===== src/design/sspg_pkg.sv =====
`timescale 1ns / 1ps
`default_nettype none

package sspg_pkg;

  localparam int SPD_W = 16;
  localparam int IV_W  = 20;
  localparam int GAP_W = 20;
  localparam int PW_W  = 10;
  localparam int IND_W = 20;
  localparam int CFG_W = 10;
  localparam int IDX_W = 3;
  localparam int OUT_W = 4;

  localparam logic [GAP_W-1:0] GAP_MAX = {GAP_W{1'b1}};

  localparam logic [IDX_W-1:0] REG_PULSE_WIDTH = 3'd0;
  localparam logic [IDX_W-1:0] REG_LED_HOLD    = 3'd1;
  localparam logic [IDX_W-1:0] REG_ENABLE_LVL  = 3'd2;
  localparam logic [IDX_W-1:0] REG_PULSE_LVL   = 3'd3;
  localparam logic [IDX_W-1:0] REG_LED_PRESENT = 3'd4;

  localparam logic KIND_TICK  = 1'b0;
  localparam logic KIND_SPEED = 1'b1;

  typedef struct packed {
    logic signed [SPD_W-1:0] speed;
    logic [IV_W-1:0]         interval;
  } spd_entry_t;

  typedef struct packed {
    logic [GAP_W-1:0] gap;
    logic [PW_W-1:0]  pulse_left;
  } run_entry_t;

endpackage

`default_nettype wire


===== src/design/sspg_mem.sv =====
`timescale 1ns / 1ps
`default_nettype none

module sspg_mem #(
  parameter int DEPTH = 4,
  parameter int AW    = 2,
  parameter int W     = 8
) (
  input  wire logic          clk,
  input  wire logic          rst,
  input  wire logic          we,
  input  wire logic [AW-1:0] waddr,
  input  wire logic [W-1:0]  wdata,
  input  wire logic [AW-1:0] raddr,
  output logic      [W-1:0]  rdata
);

  logic [W-1:0] mem [DEPTH];
  logic [DEPTH-1:0] vld;
  logic [W-1:0] rd_q;
  logic rd_vld;

  // entries never written read as zero
  always_ff @(posedge clk) begin
    if (rst) begin
      vld <= '0;
      rd_vld <= 1'b0;
    end else begin
      if (we) begin
        vld[waddr] <= 1'b1;
      end
      rd_vld <= vld[raddr];
    end
  end

  always_ff @(posedge clk) begin
    if (we) begin
      mem[waddr] <= wdata;
    end
    rd_q <= mem[raddr];
  end

  assign rdata = rd_vld ? rd_q : '0;

endmodule

`default_nettype wire


===== src/design/sspg_div.sv =====
`timescale 1ns / 1ps
`default_nettype none

module sspg_div
  import sspg_pkg::*;
#(
  parameter int TICKS_PER_SECOND = 1000000
) (
  input  wire logic             clk,
  input  wire logic             rst,
  input  wire logic             start,
  input  wire logic [SPD_W-1:0] divisor,
  output logic                  done,
  output logic      [IV_W-1:0]  quotient
);

  localparam int CW = $clog2(IV_W + 1);
  localparam logic [IV_W-1:0] DIVIDEND = IV_W'(TICKS_PER_SECOND);

  logic busy;
  logic [CW-1:0] cnt;
  logic [IV_W-1:0] dq;
  logic [SPD_W-1:0] rem;
  logic [SPD_W-1:0] dvs;
  logic [SPD_W:0] rem_sh;
  logic [SPD_W:0] rem_sub;
  logic qbit;

  // restoring division, one quotient bit per cycle
  assign rem_sh  = {rem, dq[IV_W-1]};
  assign rem_sub = rem_sh - {1'b0, dvs};
  assign qbit    = (rem_sh >= {1'b0, dvs});

  always_ff @(posedge clk) begin
    if (rst) begin
      busy <= 1'b0;
      done <= 1'b0;
      cnt <= '0;
    end else begin
      done <= 1'b0;
      if (start) begin
        busy <= 1'b1;
        cnt <= '0;
      end else if (busy) begin
        if (cnt == CW'(IV_W - 1)) begin
          busy <= 1'b0;
          done <= 1'b1;
        end
        cnt <= cnt + 1'b1;
      end
    end
  end

  always_ff @(posedge clk) begin
    if (start) begin
      dq <= DIVIDEND;
      rem <= '0;
      dvs <= divisor;
    end else if (busy) begin
      dq <= {dq[IV_W-2:0], qbit};
      rem <= qbit ? rem_sub[SPD_W-1:0] : rem_sh[SPD_W-1:0];
    end
  end

  assign quotient = dq;

endmodule

`default_nettype wire


===== src/design/stepper_step_dir_pulse_generator.sv =====
// Step/direction generator for MOTORS stepper motors. Each accepted item
// returns one result with the enable, direction and step line levels of
// motors 0..3 and the shared indicator. A set-speed item for a motor below
// MOTORS runs a shared one-bit-per-cycle divider (TICKS_PER_SECOND / |speed|);
// a tick item sweeps the per-motor state memories at one motor per clock.
// Items are handled one at a time. The result register lets the next item
// enter while a result waits. The state memories need no clearing pass.
// Configuration is taken at any time.
`timescale 1ns / 1ps
`default_nettype none

module stepper_step_dir_pulse_generator
  import sspg_pkg::*;
#(
  parameter int MOTORS = 4,
  parameter int TICKS_PER_SECOND = 1000000
) (
  input  wire logic                    clk,
  input  wire logic                    rst,
  input  wire logic                    cfg_valid,
  output logic                         cfg_ready,
  input  wire logic [IDX_W-1:0]        cfg_index,
  input  wire logic [CFG_W-1:0]        cfg_data,
  input  wire logic                    item_valid,
  output logic                         item_stall,
  input  wire logic                    kind,
  input  wire logic [1:0]              motor,
  input  wire logic signed [SPD_W-1:0] speed,
  output logic                         result_valid,
  input  wire logic                    result_stall,
  output logic      [OUT_W-1:0]        enable_lines,
  output logic      [OUT_W-1:0]        direction_lines,
  output logic      [OUT_W-1:0]        pulse_lines,
  output logic                         indicator
);

  localparam int AW = (MOTORS > 1) ? $clog2(MOTORS) : 1;
  localparam logic [IND_W-1:0] TICKS_PER_MS = IND_W'(TICKS_PER_SECOND / 1000);

  localparam logic [1:0] S_IDLE  = 2'd0;
  localparam logic [1:0] S_DIV   = 2'd1;
  localparam logic [1:0] S_SWEEP = 2'd2;
  localparam logic [1:0] S_OUT   = 2'd3;

  logic [1:0] state;
  logic [1:0] state_next;

  logic [PW_W-1:0] pulse_width;
  logic [CFG_W-1:0] led_hold;
  logic en_lvl;
  logic pul_lvl;
  logic led_on;

  logic [MOTORS-1:0] en_q;
  logic [MOTORS-1:0] fwd_q;
  logic [MOTORS-1:0] pls_q;
  logic [IND_W-1:0] ind_left;
  logic [AW-1:0] cnt;
  logic [AW-1:0] set_addr;
  logic signed [SPD_W-1:0] spd_hold;

  logic accept;
  logic motor_ok;
  logic [AW+1:0] motor_ext;
  logic [SPD_W-1:0] mag;
  logic div_start;
  logic div_done;
  logic [IV_W-1:0] quotient;
  logic last;

  logic [AW-1:0] raddr;
  spd_entry_t spd_rd;
  spd_entry_t spd_wr;
  run_entry_t run_rd;
  run_entry_t run_wr;
  logic spd_we;
  logic run_we;

  logic [PW_W-1:0] pw_eff;
  logic [IV_W-1:0] pw_p1;
  logic [IV_W-1:0] iv;
  logic [GAP_W-1:0] gap_base;
  logic [GAP_W-1:0] gap_inc;
  logic [PW_W-1:0] pl_dec;
  logic en_n;
  logic fwd_n;
  logic fwd_cur;
  logic start_pulse;
  logic [29:0] hold_prod;
  logic [IND_W-1:0] hold_ticks;

  logic [OUT_W-1:0] en_c;
  logic [OUT_W-1:0] dir_c;
  logic [OUT_W-1:0] pul_c;

  assign cfg_ready = 1'b1;

  always_ff @(posedge clk) begin
    if (rst) begin
      pulse_width <= PW_W'(10);
      led_hold <= CFG_W'(50);
      en_lvl <= 1'b0;
      pul_lvl <= 1'b1;
      led_on <= 1'b1;
    end else if (cfg_valid && cfg_ready) begin
      case (cfg_index)
        REG_PULSE_WIDTH: pulse_width <= cfg_data[PW_W-1:0];
        REG_LED_HOLD:    led_hold <= cfg_data;
        REG_ENABLE_LVL:  en_lvl <= cfg_data[0];
        REG_PULSE_LVL:   pul_lvl <= cfg_data[0];
        REG_LED_PRESENT: led_on <= cfg_data[0];
        default: ;
      endcase
    end
  end

  assign item_stall = (state != S_IDLE);
  assign accept = item_valid && !item_stall;
  assign motor_ext = (AW + 2)'(motor);
  assign motor_ok = (int'(motor) < MOTORS);
  assign mag = speed[SPD_W-1] ? SPD_W'(-speed) : SPD_W'(speed);
  assign div_start = accept && (kind == KIND_SPEED) && motor_ok;
  assign last = (cnt == AW'(MOTORS - 1));

  sspg_div #(
    .TICKS_PER_SECOND(TICKS_PER_SECOND)
  ) u_div (
    .clk(clk),
    .rst(rst),
    .start(div_start),
    .divisor(mag),
    .done(div_done),
    .quotient(quotient)
  );

  assign raddr = (state == S_SWEEP && !last) ? cnt + 1'b1 : '0;
  assign spd_we = (state == S_DIV) && div_done;
  assign spd_wr = '{speed: spd_hold, interval: quotient};
  assign run_we = (state == S_SWEEP);

  sspg_mem #(
    .DEPTH(MOTORS),
    .AW(AW),
    .W($bits(spd_entry_t))
  ) u_spd_mem (
    .clk(clk),
    .rst(rst),
    .we(spd_we),
    .waddr(set_addr),
    .wdata(spd_wr),
    .raddr(raddr),
    .rdata(spd_rd)
  );

  sspg_mem #(
    .DEPTH(MOTORS),
    .AW(AW),
    .W($bits(run_entry_t))
  ) u_run_mem (
    .clk(clk),
    .rst(rst),
    .we(run_we),
    .waddr(cnt),
    .wdata(run_wr),
    .raddr(raddr),
    .rdata(run_rd)
  );

  // per-motor update for the entry read last cycle
  assign pw_eff = (pulse_width == '0) ? PW_W'(1) : pulse_width;
  assign pw_p1 = IV_W'(pw_eff) + 1'b1;
  assign iv = (spd_rd.interval <= IV_W'(pw_eff)) ? pw_p1 : spd_rd.interval;
  assign fwd_cur = fwd_q[cnt];
  assign pl_dec = run_rd.pulse_left - 1'b1;
  assign hold_prod = 30'(led_hold) * 30'(TICKS_PER_MS);
  assign hold_ticks = hold_prod[IND_W-1:0];

  always_comb begin
    run_wr = run_rd;
    en_n = en_q[cnt];
    fwd_n = fwd_cur;
    start_pulse = 1'b0;
    gap_base = run_rd.gap;
    gap_inc = '0;
    if (run_rd.pulse_left != '0) begin
      run_wr.pulse_left = pl_dec;
      if (pl_dec == '0) begin
        run_wr.gap = '0;
      end
    end else if (spd_rd.speed == '0) begin
      en_n = 1'b0;
      if (run_rd.gap != GAP_MAX) begin
        run_wr.gap = run_rd.gap + 1'b1;
      end
    end else begin
      en_n = 1'b1;
      fwd_n = !spd_rd.speed[SPD_W-1];
      if (fwd_n != fwd_cur) begin
        gap_base = '0;
      end
      gap_inc = (gap_base != GAP_MAX) ? gap_base + 1'b1 : gap_base;
      run_wr.gap = gap_inc;
      if (gap_inc >= iv) begin
        run_wr.pulse_left = pw_eff;
        start_pulse = 1'b1;
      end
    end
  end

  always_comb begin
    state_next = state;
    case (state)
      S_IDLE: begin
        if (accept) begin
          if (kind == KIND_TICK) begin
            state_next = S_SWEEP;
          end else if (motor_ok) begin
            state_next = S_DIV;
          end else begin
            state_next = S_OUT;
          end
        end
      end
      S_DIV: begin
        if (div_done) begin
          state_next = S_OUT;
        end
      end
      S_SWEEP: begin
        if (last) begin
          state_next = S_OUT;
        end
      end
      S_OUT: begin
        if (!result_valid || !result_stall) begin
          state_next = S_IDLE;
        end
      end
      default: state_next = S_IDLE;
    endcase
  end

  always_ff @(posedge clk) begin
    if (rst) begin
      state <= S_IDLE;
      cnt <= '0;
      en_q <= '0;
      fwd_q <= '1;
      pls_q <= '0;
      ind_left <= '0;
      result_valid <= 1'b0;
    end else begin
      state <= state_next;
      if (accept && kind == KIND_TICK) begin
        cnt <= '0;
        if (ind_left != '0) begin
          ind_left <= ind_left - 1'b1;
        end
      end
      if (state == S_SWEEP) begin
        en_q[cnt] <= en_n;
        fwd_q[cnt] <= fwd_n;
        pls_q[cnt] <= (run_wr.pulse_left != '0);
        if (start_pulse && led_on) begin
          ind_left <= hold_ticks;
        end
        if (!last) begin
          cnt <= cnt + 1'b1;
        end
      end
      if (state == S_OUT && (!result_valid || !result_stall)) begin
        result_valid <= 1'b1;
      end else if (!result_stall) begin
        result_valid <= 1'b0;
      end
    end
  end

  always_ff @(posedge clk) begin
    if (accept) begin
      set_addr <= motor_ext[AW-1:0];
      spd_hold <= speed;
    end
  end

  for (genvar m = 0; m < OUT_W; m++) begin : g_lines
    if (m < MOTORS) begin : g_on
      assign en_c[m]  = en_q[m] ? en_lvl : !en_lvl;
      assign dir_c[m] = fwd_q[m];
      assign pul_c[m] = pls_q[m] ? pul_lvl : !pul_lvl;
    end else begin : g_off
      assign en_c[m]  = 1'b0;
      assign dir_c[m] = 1'b0;
      assign pul_c[m] = 1'b0;
    end
  end

  always_ff @(posedge clk) begin
    if (state == S_OUT && (!result_valid || !result_stall)) begin
      enable_lines <= en_c;
      direction_lines <= dir_c;
      pulse_lines <= pul_c;
      indicator <= led_on && (ind_left != '0);
    end
  end

endmodule

`default_nettype wire


===== config.mk =====
export PLATFORM = sky130hd
export DESIGN_NAME = stepper_step_dir_pulse_generator
export DESIGN_NICKNAME = d
export VERILOG_FILES = /design/src/design/sspg_pkg.sv /design/src/design/sspg_mem.sv /design/src/design/sspg_div.sv /design/src/design/stepper_step_dir_pulse_generator.sv
export SDC_FILE = /design/constraint.sdc
export NUM_CORES = 1
export LEC_CHECK = 0
export BUFFER_PORTS_ARGS = -buffer_cell sky130_fd_sc_hd__buf_2
export CAP_MARGIN = 20
export CORE_MARGIN = 2
export CORE_UTILIZATION = 40
export DETAILED_ROUTE_END_ITERATION = 7
export GPL_ROUTABILITY_DRIVEN = 0
export MAX_ROUTING_LAYER = met4
export PLACE_DENSITY = 0.6
export SLEW_MARGIN = 15
export SYNTH_ARGS = -nofsm -noshare
export SYNTH_HDL_FRONTEND = slang
export SYNTH_SLANG_ARGS = --single-unit

===== constraint.sdc =====
create_clock -name clk -period 16.8 [get_ports clk]
set_input_delay 1.68 -clock clk [delete_from_list [all_inputs] [get_ports clk]]
set_output_delay 1.68 -clock clk [all_outputs]
set_load 0.1 [all_outputs]

==> impl_metrics.ini <==
[run_status]
status = finished clean

[setup_path]
crit_buf_inv = 0
path_class = flip-flop to flip-flop
reg2reg_from = u_spd_mem.rd_vld
crit_top_cell = ha_1
reg2reg_slack_ps = 10480
r2r_end = pls_q[3]
slowest_delay_ps = 830
start_kind = flip-flop
cp_data_required_time_ps = 17300
critPathArrivalTime_ps = 6820
endpoint_kind = flip-flop
critical-path-slowest-cell = xor2_1
cp_max_fo = 24
critPathTopFamily = simple AND/OR/NAND/NOR gates
cp_cell_sequence = nand2_1, xor2_1, nor2_1, ha_1, and2_1, nand3_1, or2_1, o21ai_0, ha_1, nand4_1, nor4_1, o2111ai_1, a31oi_1, nor3b_1, a221oi_1, nor4_2, a211oi_1
ff2ff_path_depth = 17

[cts]
clk_path_buf_depth = 3
root_buffer = clkbuf_16
path_clk_slew_ps = 60
cts_resized = 0
cts.sinks = 490
ctsHtreeMaxLevel = 2
post-cts-setup-buffers = 0
clock_latency_ps = 600
cts_hold_buffers = 0
cts_buffers = 51
tritoncts = done

[logic_synthesis]
synth_top_area_share_pct = 40.1
async_flop_share_pct = 0
ys_types = 81
postSynthAreaPerCell_um2 = 11.1
synth_fp_nets = 2278
ys_seq_area_share_pct = 55.5
ys_seq_elements = 490
synth_top_area_cell = edfxtp_1
syn_inst = 2106
synth_ff_type = edfxtp_1
synthesis.area_um2 = 23300
ys.warnings.count = 0
synth_edf_count = 311
synth_common_cells = 311 x edfxtp_1, 293 x nand2_1, 179 x dfxtp_1, 136 x nor2_1, 104 x ha_1
synth.most_common_cell = edfxtp_1
synthTopCellsByArea = edfxtp_1 40%, dfxtp_1 15%, ha_1 5.6%

[global_route]
grt_pass1_wl_um = 86200
grtUsageTotal_pct = 18.5
grt_overflow = 0
grt_max_degree = 94
grt_pass1_vias = 15700
antenna_found_initial = 0

[timing]
final_hold_viol_count = 0
finalMaxSlewViolations = 0
rsz0062_at_grt = false
setup_tns_ps = 0
final.min_clock_period_ps = 6320
final.period_utilization_pct = 37.6
finalHoldWorstSlack_ps = 458
fmax_mhz = 158
setup_viol = 0
tightestPinTransition_ps = 1010
skew_ps = 18.3
slew_headroom_pct = 31.1

[detailed_routing]
routed_wl_um = 53700
drc = 0
first_iter_violations = 1097
vias_per_cell = 5.46
vias = 16000
firstDrtPassIters = 5
avgRoutedWirePerCell_um = 18.3
antenna_left = 0

[die]
dieArea_um2 = 60200
io_pins = 53
rows = 88
core_area_um2 = 57600
start_util_pct = 40.4
fp.dieW_um = 245
die_y_um = 245

[worst_hold_path]
hold_end = direction_lines[2]
hold_depth = 0
min_path_type = flip-flop to flip-flop
hp-start = dir_c[2]

[pwr]
ir_drop_mv = 0.0770
leakage_uw = 0.00958
powerDensity_nw_per_um2 = 155

[layout]
regArea_um2 = 12900
multi_input_area_um2 = 9720
instances_no_fill = 2930
nFillCells = 5273
drive_above_1_share_pct = 9.01
syn2layout_area_growth_pct = 11.5
antenna_cells = 0
post-route-util_pct = 45.1
nNetsFinal = 2295

[placement]
post-dp-hpwl_um = 34100
dpl.cell_count = 2835
port_buffers = 51

[flow_run]
maxCapViolCount = 0
-- cell usage in the layout (no fill, tap or decap), drive strengths merged, types with 68 or more instances in the layout --
master / synthesis / routed
a211oi: 97 / 97
buf: 17 / 75
edfxtp: 311 / 311
nor2: 137 / 137
and2: 97 / 97
inv: 69 / 75
xnor2: 68 / 68
a31oi: 79 / 79
ha: 104 / 104
dfxtp: 179 / 179
a21oi: 82 / 82
nand2: 294 / 294
-- metal layers --
| layer | GRT usage (%) | share of wire, % | vias to the layer above |
|---|---|---|---|
| met2 | 30.3 | 48 | 367 |
| met5 | - | 0 | - |
| met3 | 2.48 | 4.3 | 93 |
| li1 | - | - | 7687 |
| met4 | 4.29 | 2.0 | 0 |
| met1 | 24.4 | 46 | 7843 |
-- final cells by class --
cell class                      count  share of cell area [%]
Clock buffer                       66                    5.21
Clock inverter                     29                    1.18
Inverter                           69                   0.998
Multi-Input combinational cell   1436                    37.5
Sequential cell                   490                    49.8
Tap cell                          765                    3.69
Timing Repair Buffer               75                    1.68
-- logic make-up after synthesis --
group / synth area share (%)
AO/OA/AOI/OAI: 12.5
flip-flops: 55.5
XOR/XNOR: 3.53
AND/OR/NAND/NOR: 14.9
adder cells (fa/ha/maj): 8.25
multiplexers: 2.35
buffers and inverters: 2.97
other: 0.0161
-- per-stage QoR --
step	setup slack (ps)	instance area, µm²	power (µW)
6_report	10480	26000	4030
5_1_grt	9860	26000	4270
4_1_cts	10560	26000	4060
3_5_place_dp	10590	24300	2930
3_3_place_gp	10840	24300	2900
2_1_floorplan	11440	23300	2570
-- report_power, final --
group | switching [µW] | internal, µW
sequential | 163 | 1530
combinational | 768 | 443
clock | 473 | 650
total | 1400 | 2630
-- sequential cells by signal, summed over array words and instances (netlist names), 5 cells and up --
signal and cells:
u_run_mem.rd_q 30, u_div.dvs 16, pulse_width 10, u_run_mem.mem 120, u_spd_mem.mem 144, spd_hold 16
u_div.cnt 5, u_spd_mem.rd_q 36, led_hold 10, u_div.rem 16, u_div.quotient 20, ind_left 20
-- worst max-delay path by stage --
stage | cells past startpoint | startpoint | end
2_1_floorplan | 24 | pulse_width[6] | pls_q[0]
3_3_place_gp | 17 | u_spd_mem.rd_vld | ind_left[19]
3_5_place_dp | 17 | u_spd_mem.rd_vld | pls_q[3]
4_1_cts | 17 | u_spd_mem.rd_vld | pls_q[3]
5_1_grt | 17 | u_spd_mem.rd_vld | pls_q[3]
6_report | 17 | u_spd_mem.rd_vld | pls_q[3]
No activity file was read; power rests on OpenSTA's default activity.
